**config.mk**
```make
export PLATFORM = sky130hd
export DESIGN_NAME = lge_ctrl
export DESIGN_NICKNAME = d
export VERILOG_FILES = /design/src/hw/rtl/lge_pkg.sv /design/src/hw/rtl/lge_ctrl.sv
export SDC_FILE = /design/constraint.sdc
export NUM_CORES = 1
export LEC_CHECK = 0
export ABC_AREA = 1
export BUFFER_PORTS_ARGS = -buffer_cell sky130_fd_sc_hd__buf_2
export CAP_MARGIN = 20
export CORE_AREA = 2 2 39 41
export CTS_CLUSTER_SIZE = 8
export DETAILED_ROUTE_END_ITERATION = 6
export DIE_AREA = 0 0 41 43
export PLACE_DENSITY = 0.46
export SLEW_MARGIN = 30
export SYNTH_ARGS = -nofsm -noshare
export SYNTH_HDL_FRONTEND = slang
export SYNTH_SLANG_ARGS = --single-unit
```
**constraint.sdc**
```tcl
create_clock -name clk -period 1 [get_ports clk]
set_input_delay 0.15 -clock clk [delete_from_list [all_inputs] [get_ports clk]]
set_output_delay 0.15 -clock clk [all_outputs]
set_load 0.05 [all_outputs]
```
**src/hw/rtl/lge_pkg.sv**
```systemverilog
// ----------------------------------------------------------------------------
// lge_pkg
// Shared types and constants for the life grid generation engine.
// ----------------------------------------------------------------------------
package lge_pkg;

    localparam int MAX_ROWS_DEF = 64;
    localparam int MAX_COLS_DEF = 64;

    localparam int AREA_W   = 7;
    localparam int CFG_IDX_W = 1;
    localparam int GEN_W    = 32;

    localparam logic [AREA_W-1:0] ROWS_RESET = 7'd50;
    localparam logic [AREA_W-1:0] COLS_RESET = 7'd50;

    localparam logic [CFG_IDX_W-1:0] CFG_ACTIVE_ROWS = 1'b0;
    localparam logic [CFG_IDX_W-1:0] CFG_ACTIVE_COLS = 1'b1;

    localparam logic [1:0] CMD_WRITE   = 2'd0;
    localparam logic [1:0] CMD_ADVANCE = 2'd1;
    localparam logic [1:0] CMD_READ    = 2'd2;

    typedef struct packed {
        logic [1:0] cmd;
        logic [5:0] row;
        logic [5:0] col;
        logic       cell_in;
    } lge_req_t;

    typedef struct packed {
        logic             cell_out;
        logic [GEN_W-1:0] generation;
    } lge_rsp_t;

    typedef enum logic [2:0] {
        S_IDLE,
        S_DISPATCH,
        S_WR_WAIT,
        S_RD_WAIT,
        S_ADV,
        S_FINISH
    } lge_state_t;

    typedef struct packed {
        logic capture;
        logic rd_req;
        logic wr_cell;
        logic cap_cell;
        logic adv_start;
        logic adv_step;
        logic gen_inc;
        logic rsp_load;
    } lge_ctrl_t;

    typedef struct packed {
        logic [1:0] cmd;
        logic       in_area;
        logic       rows_zero;
        logic       adv_last;
        logic       rsp_free;
    } lge_stat_t;

endpackage

```
**src/hw/rtl/lge_ctrl.sv**
```systemverilog
// ----------------------------------------------------------------------------
// lge_ctrl
// Command sequencer: accepts an item, runs its memory steps, posts the result.
// ----------------------------------------------------------------------------
module lge_ctrl (
    input  logic               clk,
    input  logic               rst_n,
    input  logic               req_valid,
    output logic               req_stall,
    input  lge_pkg::lge_stat_t stat,
    output lge_pkg::lge_ctrl_t ctrl
);

    lge_pkg::lge_state_t state_reg;
    lge_pkg::lge_state_t state_next;

    always_ff @(posedge clk or negedge rst_n)
    begin
        if (!rst_n)
        begin
            state_reg <= lge_pkg::S_IDLE;
        end
        else
        begin
            state_reg <= state_next;
        end
    end

    always_comb
    begin
        state_next = state_reg;
        unique case (state_reg)
            lge_pkg::S_IDLE:
            begin
                if (req_valid)
                begin
                    state_next = lge_pkg::S_DISPATCH;
                end
            end
            lge_pkg::S_DISPATCH:
            begin
                case (stat.cmd)
                    lge_pkg::CMD_WRITE:
                        state_next = stat.in_area ? lge_pkg::S_WR_WAIT : lge_pkg::S_FINISH;
                    lge_pkg::CMD_READ:
                        state_next = stat.in_area ? lge_pkg::S_RD_WAIT : lge_pkg::S_FINISH;
                    lge_pkg::CMD_ADVANCE:
                        state_next = stat.rows_zero ? lge_pkg::S_FINISH : lge_pkg::S_ADV;
                    default:
                        state_next = lge_pkg::S_FINISH;
                endcase
            end
            lge_pkg::S_WR_WAIT:
            begin
                state_next = lge_pkg::S_FINISH;
            end
            lge_pkg::S_RD_WAIT:
            begin
                state_next = lge_pkg::S_FINISH;
            end
            lge_pkg::S_ADV:
            begin
                if (stat.adv_last)
                begin
                    state_next = lge_pkg::S_FINISH;
                end
            end
            lge_pkg::S_FINISH:
            begin
                if (stat.rsp_free)
                begin
                    state_next = lge_pkg::S_IDLE;
                end
            end
            default:
            begin
                state_next = lge_pkg::S_IDLE;
            end
        endcase
    end

    always_comb
    begin
        ctrl      = '0;
        req_stall = 1'b1;
        unique case (state_reg)
            lge_pkg::S_IDLE:
            begin
                req_stall    = 1'b0;
                ctrl.capture = req_valid;
            end
            lge_pkg::S_DISPATCH:
            begin
                case (stat.cmd) inside
                    lge_pkg::CMD_WRITE,
                    lge_pkg::CMD_READ:
                        ctrl.rd_req = stat.in_area;
                    lge_pkg::CMD_ADVANCE:
                    begin
                        ctrl.adv_start = !stat.rows_zero;
                        ctrl.gen_inc   = stat.rows_zero;
                    end
                    default:
                        ctrl.rd_req = 1'b0;
                endcase
            end
            lge_pkg::S_WR_WAIT:
            begin
                ctrl.wr_cell = 1'b1;
            end
            lge_pkg::S_RD_WAIT:
            begin
                ctrl.cap_cell = 1'b1;
            end
            lge_pkg::S_ADV:
            begin
                ctrl.adv_step = 1'b1;
                ctrl.gen_inc  = stat.adv_last;
            end
            lge_pkg::S_FINISH:
            begin
                ctrl.rsp_load = stat.rsp_free;
            end
            default:
            begin
                req_stall = 1'b1;
            end
        endcase
    end

endmodule

```
==> impl_metrics.csv <==
group,metric,value,unit
status,outcome,"finished, violations left",
status,failed_checks,"setup timing",
logic_synthesis,ys_warn_count,0,
final_layout,areaGrowthSynthToFinish,149,%
grt,grt_pass1_vias,399,
placed_design,io_buffers,17,
final_layout,multiInputGateArea,248,sq um
critical_path,crit_arrival,1.25,ns
logic_synthesis,ys_async_sr_fraction,1.00,
critical_path,cp_max_fo,4,
cts,cts_tree,"built",
sta,hold_slack,0.236,ns
critical_path,critical_path_class,"reg2out",
power_and_ir_drop,power.leakage,0.349,nW
cts,worstSkewPairLatency,0.23,ns
final_layout,fin_nets,94,
logic_synthesis,yosysMostFrequentCell,"nand2_1",
sta,finClkSkew,0.000152,ns
cts,path_clk_slew,0.03,ns
routing,drtPass1Iterations,4,
grt,grt_start_max_net_pins,5,
logic_synthesis,synth_nets,58,
power_and_ir_drop,ir_worst_vdd,0.00113,V
sta,fin_crit,1.40,ns
cts,htreeDepth,1,
die,start_util,0.196,
critical_path,crit_required,0.85,ns
logic_synthesis,synth.ff_latch_count,3,
sta,tightest_slew,0.219,ns
critical_path,slowest_delay,0.44,ns
critical_path,path_cells,"nor2_4, nand2_4, nor4_4, buf_6",
final_layout,largest_reg_flops,3,
routing,drc,0,
routing,routed_via_density,4.30,
logic_synthesis,synth_edf_count,0,
cts,cts_buffers,3,
routing,postRouteAntennaNets,0,
sta,slew_viol_final,0,
routing,vias,430,
die,die-area,1760,sq um
sta,rsz0062_at_grt,"yes",
die,fp.dieW,41,um
routing,drt_first_iter_violations,6,
die,ioPinCount,18,
logic_synthesis,synth_top_area_cell,"dfrtp_1",
logic_synthesis,synthTopCellsByCount,"nand2_1, nor2_1, inv_1, nand3_1, dfrtp_1",
cts,cts_root_buf,"clkbuf_4",
critical_path,cp_top_family,"flip-flops",
hold_path,min_path_type,"in2reg",
critical_path,rrSetupSlack,-0.23,ns
sta,final_hold_viol_count,0,
critical_path,startpoint_type,"flip-flop",
grt,grt_pass1_wl,1530,um
final_layout,final_cells,100,
routing,wl_per_cell,9.97,um
power_and_ir_drop,p_per_area,3140,nW/um^2
final_layout,seq_area,77.6,sq um
sta,setup_viol,12,
grt,track_usage,0.132,
cts,cts_sinks,3,
cts,max-clock-path-buffers,2,
logic_synthesis,synthCells,49,
die,core,1380,sq um
sta,fin_ws,-0.398,ns
logic_synthesis,avgSynthCellArea,5.54,sq um
final_layout,diodes,0,
logic_synthesis,synth_area,272,sq um
critical_path,cp-end-kind,"output port",
grt,antenna_found_initial,0,
logic_synthesis,synth_top_area_frac,0.276,
sta,fmax,715,MHz
critical_path,cp.buffers_inverters,1,
placed_design,gp_congestion,0.717,
final_layout,nFillCells,145,
flow_run,drv_cap,0,
sta,min_period_over_period,1.40,
logic_synthesis,synth.area.top_cells,"dfrtp_1, nand2_1, nor2_1, inv_1, nand3_1",
grt,gr-total-overflow,0,
critical_path,crit_slowest_cell,"dfrtp_2",
routing,totalWireLength,997,um
placed_design,dp.cells,90,
logic_synthesis,synth_flop_cell,"dfrtp_1",
die,rows,14,
die,die_h,43,um
logic_synthesis,ys_seq_area_frac,0.276,
logic_synthesis,synthDistinctLibCells,10,
sta,slew_headroom,0.853,
power_and_ir_drop,power,2.12,mW
final_layout,drive_above_1_share,0.631,
placed_design,hpwlAfterDp,761,um
[metal layers]
layer  share of wire  wire length, um  global-route usage  vias to the layer above
met5               0                0                   0                        -
met4               0                0              0.0800                        0
met3           0.049               49              0.0314                        0
met2            0.59              588               0.216                       11
met1            0.36              358               0.141                      198
li1                -                -                   -                      221
[repair_timing]
action | CTS | global route
resized for setup | 28 | 14
buffers inserted | 3 | 2
hold buffers | 1 | 0
setup endpoints to repair | 12 | 12
pin swaps | 4 | 4
endpoints found under the hold margin | 3 | 0
[path summary, 6_finish.rpt]
kind | start | end | depth (start not counted)
setup / recovery | state_reg[1] | ctrl[3] | 4
hold / removal | stat[0] | state_reg[0] | 4
setup reg to reg | state_reg[1] | state_reg[0] | 7
hold reg to reg | state_reg[2] | state_reg[2] | 5
max in group asynchronous | rst_n | state_reg[0] | 2
min in group asynchronous | rst_n | state_reg[2] | 2
[stage by stage]
| step | setup TNS [ns] | util | setup slack [ns] | cell area (sq um) |
|---|---|---|---|---|
| 2_1_floorplan | -2.84 | - | -0.411 | 307 |
| 3_3_place_gp | -2.04 | 0.341 | -0.278 | 472 |
| 3_5_place_dp | -2.22 | 0.341 | -0.351 | 472 |
| 4_1_cts | -3.63 | 0.445 | -0.429 | 616 |
| 5_1_grt | -4.14 | 0.488 | -0.474 | 676 |
| 6_report | -3.45 | 0.488 | -0.398 | 676 |
[worst register-to-register path, stage by stage (launching register included)]
cell and delay, ns:
dfrtp_2 0.44, buf_4 0.16, inv_4 0.06, nand3_4 0.07
buf_4 0.15, nor2_4 0.09, inv_1 0.06, a21oi_2 0.13
[cells by family (layout without fill, tap and decap cells)]
logic type | Yosys count | after routing | synth area share
and+or+nand+nor | 32 | 32 | 0.507
buffers and inverters | 10 | 45 | 0.138
AOI/OAI and AO/OA | 4 | 4 | 0.0783
DFF | 3 | 3 | 0.276
[placed cells by master (no fill, tap or decap), drive strengths merged]
master,synthesis,layout
o22ai,1,1
inv,10,10
buf,0,30
nand2,14,14
a21oi,2,2
nor2,12,12
dlygate4sd3,0,1
dfrtp,3,3
clkbuf,0,4
nor4,1,1
o21ai,1,1
nand3,5,5
[area by class of cell]
class                      instances  share of cell area
clock buffer                       4              0.0389
inverter                          10              0.0593
multi-input combinational         36               0.367
sequential                         3               0.115
tap                               16              0.0296
timing repair buffer              31               0.391
[report_power, final]
group          internal [mW]  switching (mW)
clock network          0.149          0.0562
registers              0.178          0.0619
logic                  0.745           0.930
total                   1.07            1.05
Note: power is estimated with default switching activity, not from simulation.
